**src/hw/rtl/irc_pkg.sv**
```systemverilog
// ----------------------------------------------------------------------------
// irc_pkg
// Shared types and constants for the ICMP reply classifier.
// ----------------------------------------------------------------------------
package irc_pkg;

  localparam logic [1:0] VERDICT_NONE          = 2'd0;
  localparam logic [1:0] VERDICT_TIME_EXCEEDED = 2'd1;
  localparam logic [1:0] VERDICT_UNREACH       = 2'd2;

  localparam logic [7:0] ICMP_TYPE_TIME_EXCEEDED = 8'd11;
  localparam logic [7:0] ICMP_TYPE_UNREACH       = 8'd3;
  localparam logic [7:0] IP_PROTO_UDP            = 8'd17;

  localparam logic [15:0] PROBE_IDENT_RESET = 16'h8000;
  localparam logic [15:0] BASE_PORT_RESET   = 16'd33434;

  // configuration register indexes
  localparam logic CFG_PROBE_IDENT = 1'b0;
  localparam logic CFG_BASE_PORT   = 1'b1;

  typedef struct packed {
    logic [15:0] probe_seq;
    logic        last_byte;
    logic [7:0]  data_byte;
  } item_t;

  typedef struct packed {
    logic [7:0] unreach_code;
    logic [1:0] verdict;
  } result_t;

  typedef struct packed {
    logic [15:0] probe_ident;
    logic [15:0] base_port;
  } cfg_t;

endpackage

```
**src/hw/rtl/icmp_reply_classifier.sv**
```systemverilog
// ----------------------------------------------------------------------------
// icmp_reply_classifier
// Classifies a received IPv4/ICMP packet as an answer to a UDP probe.
// ----------------------------------------------------------------------------
// usage:
//   the packet enters on the s_ stream one byte per item, s_tlast on its
//   final byte, with the expected probe sequence number beside each byte
//   (the one on the last byte is used). one verdict item leaves on the m_
//   stream per packet, none for the other bytes.
//   cfg_we/cfg_index/cfg_data write probe_ident (0) and base_port (1),
//   only while no packet is in flight.
// throughput: one byte per cycle unless a final byte waits (see stall), set by
//   the single capture stage between the input register and the result register.
// the verdict of the last byte is registered in the result register.
// reset: clears the byte counter and captures, empties both registers and
//   loads the register defaults; there is no clearing pass.
// stall: while m_tready is low non-final bytes keep flowing; a final byte
//   waits in the input register until the pending verdict is taken.
// bytes at positions MAX_PACKET and beyond are dropped from the count.
// ----------------------------------------------------------------------------
module icmp_reply_classifier #(
  parameter int MAX_PACKET = 512
) (
  input  logic        clk,
  input  logic        rst,
  input  logic        s_tvalid,
  output logic        s_tready,
  input  logic [23:0] s_tdata,   // data_byte[7:0], probe_seq[23:8]
  input  logic        s_tlast,   // last_byte
  output logic        m_tvalid,
  input  logic        m_tready,
  output logic [15:0] m_tdata,   // verdict[1:0], unreach_code[9:2], zero[15:10]
  input  logic        cfg_we,
  input  logic        cfg_index,
  input  logic [15:0] cfg_data
);

  irc_pkg::item_t   s1_item;
  logic             s1_valid;
  irc_pkg::result_t out_res;
  logic             out_valid;
  irc_pkg::cfg_t    cfg;
  irc_pkg::result_t res_next;
  logic             adv;

  // a final byte needs the result register free, other bytes do not
  assign adv      = s1_valid && (!s1_item.last_byte || !out_valid || m_tready);
  assign s_tready = !s1_valid || adv;

  always_ff @(posedge clk) begin
    if (rst) begin
      cfg.probe_ident <= irc_pkg::PROBE_IDENT_RESET;
      cfg.base_port   <= irc_pkg::BASE_PORT_RESET;
    end else if (cfg_we) begin
      case (cfg_index)
        irc_pkg::CFG_PROBE_IDENT: cfg.probe_ident <= cfg_data;
        irc_pkg::CFG_BASE_PORT:   cfg.base_port   <= cfg_data;
        default: ;
      endcase
    end
  end

  always_ff @(posedge clk) begin
    if (rst) begin
      s1_valid <= 1'b0;
    end else if (s_tready) begin
      s1_valid <= s_tvalid;
    end
  end

  always_ff @(posedge clk) begin
    if (s_tvalid && s_tready) begin
      s1_item.data_byte <= s_tdata[7:0];
      s1_item.probe_seq <= s_tdata[23:8];
      s1_item.last_byte <= s_tlast;
    end
  end

  irc_field_capture #(
    .MAX_PACKET(MAX_PACKET)
  ) u_capture (
    .clk   (clk),
    .rst   (rst),
    .en    (adv),
    .item  (s1_item),
    .cfg   (cfg),
    .result(res_next)
  );

  always_ff @(posedge clk) begin
    if (rst) begin
      out_valid <= 1'b0;
    end else if (adv && s1_item.last_byte) begin
      out_valid <= 1'b1;
    end else if (m_tready) begin
      out_valid <= 1'b0;
    end
  end

  always_ff @(posedge clk) begin
    if (adv && s1_item.last_byte) begin
      out_res <= res_next;
    end
  end

  assign m_tvalid = out_valid;
  assign m_tdata  = {6'd0, out_res.unreach_code, out_res.verdict};

endmodule

```
**src/hw/rtl/irc_field_capture.sv**
```systemverilog
// ----------------------------------------------------------------------------
// irc_field_capture
// Per-packet byte counter and header field captures, with the verdict logic
// evaluated on the final byte of a packet.
// ----------------------------------------------------------------------------
module irc_field_capture #(
  parameter int MAX_PACKET = 512
) (
  input  logic             clk,
  input  logic             rst,
  input  logic             en,
  input  irc_pkg::item_t   item,
  input  irc_pkg::cfg_t    cfg,
  output irc_pkg::result_t result
);

  localparam int CW = $clog2(MAX_PACKET + 1);
  localparam int PW = (CW > 8) ? CW : 8;

  logic [CW-1:0] byte_count, byte_count_next;
  logic [5:0]    outer_hdr_len, outer_hdr_len_next;
  logic [7:0]    icmp_type, icmp_type_next;
  logic [7:0]    icmp_code, icmp_code_next;
  logic [5:0]    inner_hdr_len, inner_hdr_len_next;
  logic [7:0]    inner_protocol, inner_protocol_next;
  logic [15:0]   quoted_src_port, quoted_src_port_next;
  logic [15:0]   quoted_dst_port, quoted_dst_port_next;

  logic [PW-1:0] pos;
  logic [PW-1:0] inner_start;
  logic [PW-1:0] port_start;
  logic [PW-1:0] len;
  logic [PW-1:0] ohl_w;
  logic [15:0]   want_dst;
  logic          keep;
  logic          hdr_ok;
  logic          rest_ok;
  logic          is_tx;
  logic          is_un;
  logic          quote_ok;

  assign keep = byte_count < CW'(MAX_PACKET);
  assign pos  = PW'(byte_count);

  always_comb begin
    byte_count_next      = byte_count;
    outer_hdr_len_next   = outer_hdr_len;
    icmp_type_next       = icmp_type;
    icmp_code_next       = icmp_code;
    inner_hdr_len_next   = inner_hdr_len;
    inner_protocol_next  = inner_protocol;
    quoted_src_port_next = quoted_src_port;
    quoted_dst_port_next = quoted_dst_port;
    inner_start          = PW'(outer_hdr_len) + PW'(8);
    port_start           = inner_start + PW'(inner_hdr_len);
    if (keep) begin
      byte_count_next = byte_count + CW'(1);
      // a header length taken from this byte already applies to this byte
      if (pos == '0) begin
        outer_hdr_len_next = {item.data_byte[3:0], 2'b00};
      end
      if (pos == PW'(outer_hdr_len_next)) begin
        icmp_type_next = item.data_byte;
      end
      if (pos == PW'(outer_hdr_len_next) + PW'(1)) begin
        icmp_code_next = item.data_byte;
      end
      inner_start = PW'(outer_hdr_len_next) + PW'(8);
      if (pos == inner_start) begin
        inner_hdr_len_next = {item.data_byte[3:0], 2'b00};
      end
      if (pos == inner_start + PW'(9)) begin
        inner_protocol_next = item.data_byte;
      end
      port_start = inner_start + PW'(inner_hdr_len_next);
      if (pos == port_start) begin
        quoted_src_port_next[15:8] = item.data_byte;
      end
      if (pos == port_start + PW'(1)) begin
        quoted_src_port_next[7:0] = item.data_byte;
      end
      if (pos == port_start + PW'(2)) begin
        quoted_dst_port_next[15:8] = item.data_byte;
      end
      if (pos == port_start + PW'(3)) begin
        quoted_dst_port_next[7:0] = item.data_byte;
      end
    end
  end

  // verdict from the updated captures
  assign len      = PW'(byte_count_next);
  assign ohl_w    = PW'(outer_hdr_len_next);
  assign want_dst = cfg.base_port + item.probe_seq;
  assign hdr_ok   = len >= ohl_w + PW'(8);
  // only meaningful when hdr_ok, so the subtraction cannot wrap
  assign rest_ok  = (PW'(inner_hdr_len_next) + PW'(12)) <= (len - ohl_w);
  assign is_tx    = (icmp_type_next == irc_pkg::ICMP_TYPE_TIME_EXCEEDED) &&
                    (icmp_code_next == 8'd0);
  assign is_un    = icmp_type_next == irc_pkg::ICMP_TYPE_UNREACH;
  assign quote_ok = rest_ok && (inner_protocol_next == irc_pkg::IP_PROTO_UDP) &&
                    (quoted_src_port_next == cfg.probe_ident) &&
                    (quoted_dst_port_next == want_dst);

  always_comb begin
    result.verdict      = irc_pkg::VERDICT_NONE;
    result.unreach_code = 8'd0;
    if (hdr_ok && quote_ok) begin
      if (is_tx) begin
        result.verdict = irc_pkg::VERDICT_TIME_EXCEEDED;
      end else if (is_un) begin
        result.verdict      = irc_pkg::VERDICT_UNREACH;
        result.unreach_code = icmp_code_next;
      end
    end
  end

  always_ff @(posedge clk) begin
    if (rst || (en && item.last_byte)) begin
      byte_count      <= '0;
      outer_hdr_len   <= '0;
      icmp_type       <= '0;
      icmp_code       <= '0;
      inner_hdr_len   <= '0;
      inner_protocol  <= '0;
      quoted_src_port <= '0;
      quoted_dst_port <= '0;
    end else if (en) begin
      byte_count      <= byte_count_next;
      outer_hdr_len   <= outer_hdr_len_next;
      icmp_type       <= icmp_type_next;
      icmp_code       <= icmp_code_next;
      inner_hdr_len   <= inner_hdr_len_next;
      inner_protocol  <= inner_protocol_next;
      quoted_src_port <= quoted_src_port_next;
      quoted_dst_port <= quoted_dst_port_next;
    end
  end

endmodule

```
**config.mk**
```make
export PLATFORM = sky130hd
export DESIGN_NAME = icmp_reply_classifier
export DESIGN_NICKNAME = d
export VERILOG_FILES = /design/src/hw/rtl/irc_pkg.sv /design/src/hw/rtl/icmp_reply_classifier.sv /design/src/hw/rtl/irc_field_capture.sv
export SDC_FILE = /design/constraint.sdc
export NUM_CORES = 1
export LEC_CHECK = 0
export BUFFER_PORTS_ARGS = -buffer_cell sky130_fd_sc_hd__buf_2
export CELL_PAD_IN_SITES_DETAIL_PLACEMENT = 1
export CELL_PAD_IN_SITES_GLOBAL_PLACEMENT = 2
export CORE_MARGIN = 2
export CORE_UTILIZATION = 40
export CTS_BUF_LIST = sky130_fd_sc_hd__clkbuf_2
export CTS_CLUSTER_DIAMETER = 100
export DETAILED_ROUTE_END_ITERATION = 10
export PLACE_DENSITY_LB_ADDON = 0.1
export SLEW_MARGIN = 20
export SYNTH_ARGS = -nofsm -noshare
export SYNTH_HDL_FRONTEND = slang
export SYNTH_HIERARCHICAL = 1
export SYNTH_SLANG_ARGS = --single-unit
```
**constraint.sdc**
```tcl
create_clock -name clk -period 21.6 [get_ports clk]
set_input_delay 1.08 -clock clk [delete_from_list [all_inputs] [get_ports clk]]
set_output_delay 1.08 -clock clk [all_outputs]
set_load 0.01 [all_outputs]
```
# --- Word level (Yosys, flattened, before mapping) ---
# Cells that the tools add are included.
totals:
  regBits: 147
  latch_bits: 0
  ramBits: 0
  romBits: 0
  input_bits: 47
  output_inout_bits: 18
  n_memories: 0
op_classes:
  addsub: 12
  mul: 0
  n_div: 0
  n_lt_le_gt_ge: 3
  eq_ne: 13
  shifts: 0
  muxes: 23
  bitwise_logic: 3
  reduce_logical: 22
op_table:
  columns: ["operator", "n"]
  rows:
  - ["8-bit 2-to-1 mux", 10]
  - ["10-bit equality test", 7]
  - ["6-bit 2-to-1 mux", 6]
  - ["16-bit equality test", 2]
  - ["16-bit 2-to-1 mux", 2]
  - ["6-bit by 4-bit adder with 7-bit output, second input constant", 3]
  - ["10-bit by 1-bit adder with 10-bit output, second input constant", 2]
  - ["10-bit by 2-bit adder with 10-bit output, second input constant", 2]
  - ["16-bit adder", 1]
  - ["10-bit by 4-bit adder with 10-bit output, second input constant", 1]
  - ["10-bit by 6-bit adder with 10-bit output", 1]
  - ["10-bit by 6-bit equality test with 1-bit output", 1]
  - ["10-bit greater-or-equal comparator", 1]
  - ["10-bit less-or-equal comparator", 1]
  - ["10-bit zero test", 1]
  - ["10-bit less-than comparator, second input constant", 1]
  - ["10-bit 2-to-1 mux", 1]
  - ["10-bit by 6-bit subtractor with 10-bit output", 1]
  - ["8-bit by 2-bit equality test with 1-bit output, second input constant", 1]
  - ["8-bit by 4-bit equality test with 1-bit output, second input constant", 1]
  - ["8-bit by 5-bit equality test with 1-bit output, second input constant", 1]
  - ["1-bit logical AND", 8]
  - ["8-bit zero test", 1]
  - ["6-bit by 1-bit adder with 7-bit output, second input constant", 1]
  - ["9 further kinds", 19]

# --- Logic depth before layout (Yosys ltp) ---
depth:
  ltp_word: 18
  ltp_mapped: 32
  depth_no_buf: 28

# --- Cells and area by module ---
# The synthesis kept the hierarchy.
by_module_without_submodules:
  columns: ["mod", "instances", "cells_each", "area_per_inst_um2", "seq_area_each_um2"]
  rows:
  - ["irc_field_capture", 1, 922, 7536.0, 1561.5]
  - ["icmp_reply_classifier", 1, 196, 2376.0, 1731.7]

# --- Least setup slack after synthesis ---
# No wires, ideal clock.
synth_timing:
  path_kind: "reg2reg"
  start: "reg u_capture.byte_count[0]"
  end: "reg out_res, in the netlist m_tdata[2] (data pin)"
  setup_time_ns: 0.173
  arrival_ns: 7.035
  required_ns: 21.427
  setup_slack_ns: 14.392
  path_stages_with_launch: 29
  n_path_buf: 4
  synth_period_minus_slack_ns: 7.208
  path_cell_list: "dfxtp_1 > clkbuf_1 > inv_1 > ha_1 > or4b_1 > buf_4 > nor3_4 > mux2i_1 > inv_1 > ha_1 > buf_1 > xnor2_1 > nor3_2 > mux2i_1 > inv_1 > ha_1 > xor2_1 > clkinv_1 > ha_1 > a21oi_1 > nor3_1 > and2_1 > o311ai_0 > o21ai_1 > mux2i_1 > xnor2_1 > or4_1 > buf_4 > nor4b_2"
synth_via:
  elab_chain_len: 18
  elab_cells_between_ends: 56
synth_lines:
  columns: ["item", "line_no", "rtl"]
  rows:
  - ["start: declaration", "irc_field_capture.sv:20", "logic [CW-1:0] byte_count, byte_count_next;"]
  - ["start signal: assignment", "irc_field_capture.sv:129", "byte_count <= byte_count_next;"]
  - ["10-bit zero test", "irc_field_capture.sv:59", "if (pos == '0) begin"]
  - ["6-bit 2-to-1 mux", "irc_field_capture.sv:59", null]
  - ["6-bit 2-to-1 mux", "irc_field_capture.sv:56", "if (keep) begin"]
  - ["6-bit by 4-bit adder with 7-bit output", "irc_field_capture.sv:68", "inner_start = PW'(outer_hdr_len_next) + PW'(8);"]
  - ["10-bit equality test", "irc_field_capture.sv:69", "if (pos == inner_start) begin"]
  - ["6-bit 2-to-1 mux", "irc_field_capture.sv:69", null]
  - ["6-bit 2-to-1 mux", "irc_field_capture.sv:56", null]
  - ["10-bit by 6-bit adder with 10-bit output", "irc_field_capture.sv:75", "port_start = inner_start + PW'(inner_hdr_len_next);"]
  - ["(+2 left out)", null, null]
  - ["8-bit 2-to-1 mux", "irc_field_capture.sv:79", "if (pos == port_start + PW'(1)) begin"]
  - ["16-bit 2-to-1 mux", "irc_field_capture.sv:56", null]
  - ["16-bit equality test", "irc_field_capture.sv:102", "(quoted_src_port_next == cfg.probe_ident) &&"]
  - ["1-bit logical AND", "irc_field_capture.sv:101", "assign quote_ok = rest_ok && (inner_protocol_next == irc_pkg::IP_PROTO_UDP) &&"]
  - ["1-bit logical AND", "irc_field_capture.sv:102", null]
  - ["1-bit logical AND", "irc_field_capture.sv:108", "if (hdr_ok && quote_ok) begin"]
  - ["1-bit inverter (no line)", null, null]
  - ["3-bit OR reduction (no line)", null, null]
  - ["end signal: assignment", "icmp_reply_classifier.sv:102", "out_res <= res_next;"]
  - ["end: declaration", "icmp_reply_classifier.sv:40", "irc_pkg::result_t out_res;"]
# Several ways; a longest one is shown, not always the timed one. The select of a mux whose other input is x is not followed.
# A chain may end at the register's enable or synchronous reset.

# --- Worst setup path in the final report ---
layout_timing:
  start: "reg u_capture.byte_count[1]"
  end: "reg out_res, in the netlist m_tdata[4] (data pin)"
# The elaborated chain is that of the path after synthesis.

==> qor.yml <==
cts:
  cts_buffers: 17
  clock-sinks: 147
  clock_latency_ns: 0.74
  cts_tree: "done"
  holdBufCountCts: 0
  cts_resized: 0
  htreeDepth: 4
  cts_root_buf: "clkbuf_2"
  clk_pin_slew_ns: 0.28
  cts_buffer_depth: 2
  cts_setup_buffers: 0
synth:
  synth_edf_count: 35
  synth_top_family_by_area: "simple AND/OR/NAND/NOR gates"
  syn-instance-count: 1118
  synth_area_leaders: "dfxtp_1, edfxtp_1, mux2i_1"
  yosys.area_share.simple_pct: 21.2
  ys_warn_count: 6
  synth_adder_area_share_pct: 7.04
  yosysSeqAreaShare_pct: 33.2
  synth_largest_area_cell: "dfxtp_1"
  synth_area_um2: 9910
  synth_cell_types: 92
  synth-compound-area-share_pct: 14.6
  synthXorXnorAreaFrac_pct: 10.2
  postSynth.asyncResetShare_pct: 0
  ys_seq_elements: 147
  synthMuxAreaShare_pct: 8.53
  synth_top_area_share_pct: 22.6
  avgSynthCellArea_um2: 8.87
  yosys_most_used_dff: "dfxtp_1"
pwr:
  leakage_nw: 4.52
  power_w: 0.000650
  vdd.ir_drop.worst_uv: 34.1
  power.density_nw_per_um2: 60.8
layout:
  final_cell_mix: "nor2_1, nand2_1, dfxtp_1"
  nNetsFinal: 1248
  area_growth_pct: 7.76
  final_common_cell: "nor2_1"
  drive_gt1_share_pct: 13.5
  fillerInstances: 2904
floorplanning:
  core_um2: 24300
  chipWidth_um: 161
  start_util_pct: 40.8
  die_y_um: 161
  ios: 65
  die-area_um2: 26100
  rows: 57
critical_path:
  worst_path_max_delay_cell: "nor4bb_1"
  path_max_fanout: 11
  cp-end-kind: "flop"
  critPathKind: "flop to flop"
  required_ns: 22.12
  reg2reg_slack_ns: 12.42
  crit_path_frequent_cell: "ha_1"
  arrival_ns: 9.70
  crit_path_start_kind: "flop"
  slowest_delay_ns: 0.90
sta:
  tightest_slew_ns: 1.15
  period_share_pct: 42.5
  maxClockFrequency_ghz: 0.109
  finalWorstSetupSlack_ns: 12.42
  rsz0062_at_grt: "false"
  setup_tns_ns: 0
  min_period_ns: 9.18
  setup_viol: 0
  max_slew_margin_pct: 22.9
  skew_ns: 0.0500
  slew_violations: 0
  finalHoldViolations: 0
job:
  cap_violations: 0
run_status:
  status: "complete, no violations"
global_route:
  antenna_found_initial: 2
  grt_pass1_wl_mm: 47.2
  grt_max_degree: 56
  first_global_vias: 8339
  grt.overflow.total: 0
  track_usage_pct: 23.4
routing:
  dr_wl_met2_mm: 14.4
  routed_via_density: 5.46
  routedWlPerCell_um: 19.8
  routed-wl-met3_um: 925
  met1_length_mm: 13.3
  ant_nets: 0
  drc_errors: 0
  drt_first_iter_violations: 339
  via_count: 8109
  routed_wl_mm: 29.5
  drtPass1Iterations: 5
  dr.max_layer_used: "met4"
place:
  io_buffers: 58
  place_ws_ns: 12.57
  place_congestion: 0.861
  hpwl_mm: 22.0
min_path:
  min_path_type: "primary input to flop"
cell usage after synthesis (7+ instances only):
library cell and n:
a31oi_1 16, dfxtp_1 112, nand2_1 115, nand3_1 21, clkbuf_1 36, a21oi_2 9
nor4b_2 9, xor2_1 54, nor2_1 118, a21oi_1 62, buf_4 15, and2_1 10
mux2i_1 80, edfxtp_1 35, nand2b_1 8, inv_1 40, nor2b_1 11, nor4_1 10
buf_2 7, ha_1 51, o21ai_0 22, or3_1 7, nor3_1 19, o21a_1 7
buf_1 7, a211oi_1 16, a21o_1 13, nand3b_1 8, xnor2_1 55, nand4_1 16
flip-flops by register name, indices dropped and copies added, names as in the netlist:
name                       flops
m_tvalid                       1
s1_item                       25
u_capture/inner_hdr_len        6
u_capture/icmp_code            8
cfg                           32
u_capture/outer_hdr_len        6
u_capture/inner_protocol       8
u_capture/icmp_type            8
u_capture/byte_count          10
m_tdata                       10
u_capture/quoted_src_port     16
u_capture/quoted_dst_port     16
s1_valid                       1
where the power goes:
part	internal, W	switching, W	leakage (nW)
Combinational	0.0000694	0.000111	3.12
Clock	0.0000484	0.000123	0.151
Sequential	0.000291	0.00000704	1.24
final cells by class:
type,instances,area (µm²),area share [%]
clock inverters,15,165,1.55
clock buffers,17,85.1,0.797
multi-input cells,866,6160,57.7
well taps,324,405,3.80
repair buffers,74,410,3.84
inverters,41,154,1.44
diodes,2,5.00,0.0469
flip-flops and latches,147,3290,30.8
critical path: cells and delay by family (launching register included):
kind	cells	cell delay [ns]
AOI/OAI and AO/OA	2	0.32
and+or+nand+nor	11	4.26
xor gates and xnor gates	2	0.54
DFF	1	0.52
muxes	3	1.32
buffers and inverters	4	0.72
adders and majority gates	4	1.26
logic make-up after synthesis:
group | count (synthesis)
muxes | 84
other | 1
DFF | 147
buffers and inverters | 110
adders and majority gates | 54
xor gates and xnor gates | 112
AOI/OAI and AO/OA | 211
and+or+nand+nor | 399
per-stage QoR:
stage	area (µm²)	util, %	hold WS (ns)	instances
after global placement	10400	42.9	0.451	1452
final	10700	43.9	0.482	1486
after floorplan	9930	-	0.431	1123
after detailed placement	10400	42.9	0.461	1452
after global routing	10700	43.9	0.363	1485
after CTS	10700	43.9	0.381	1484
path summary, 6_finish.rpt:
path	endpoint	from	cells past startpoint
worst max register to register	m_tdata[4]	u_capture/byte_count[1]	26
worst min-delay path	s1_item[7]	s_tdata[7]	1
worst max-delay path	m_tdata[4]	u_capture/byte_count[1]	26
worst min register to register	cfg[5]	cfg[5]	2
routing by layer:
metal | track usage, % | up-vias
met4 | 8.85 | 0
met1 | 30.2 | 3922
met3 | 3.18 | 32
met5 | 0 | -
li1 | - | 4020
met2 | 39.9 | 135
Power figures use the tool's default switching activity.
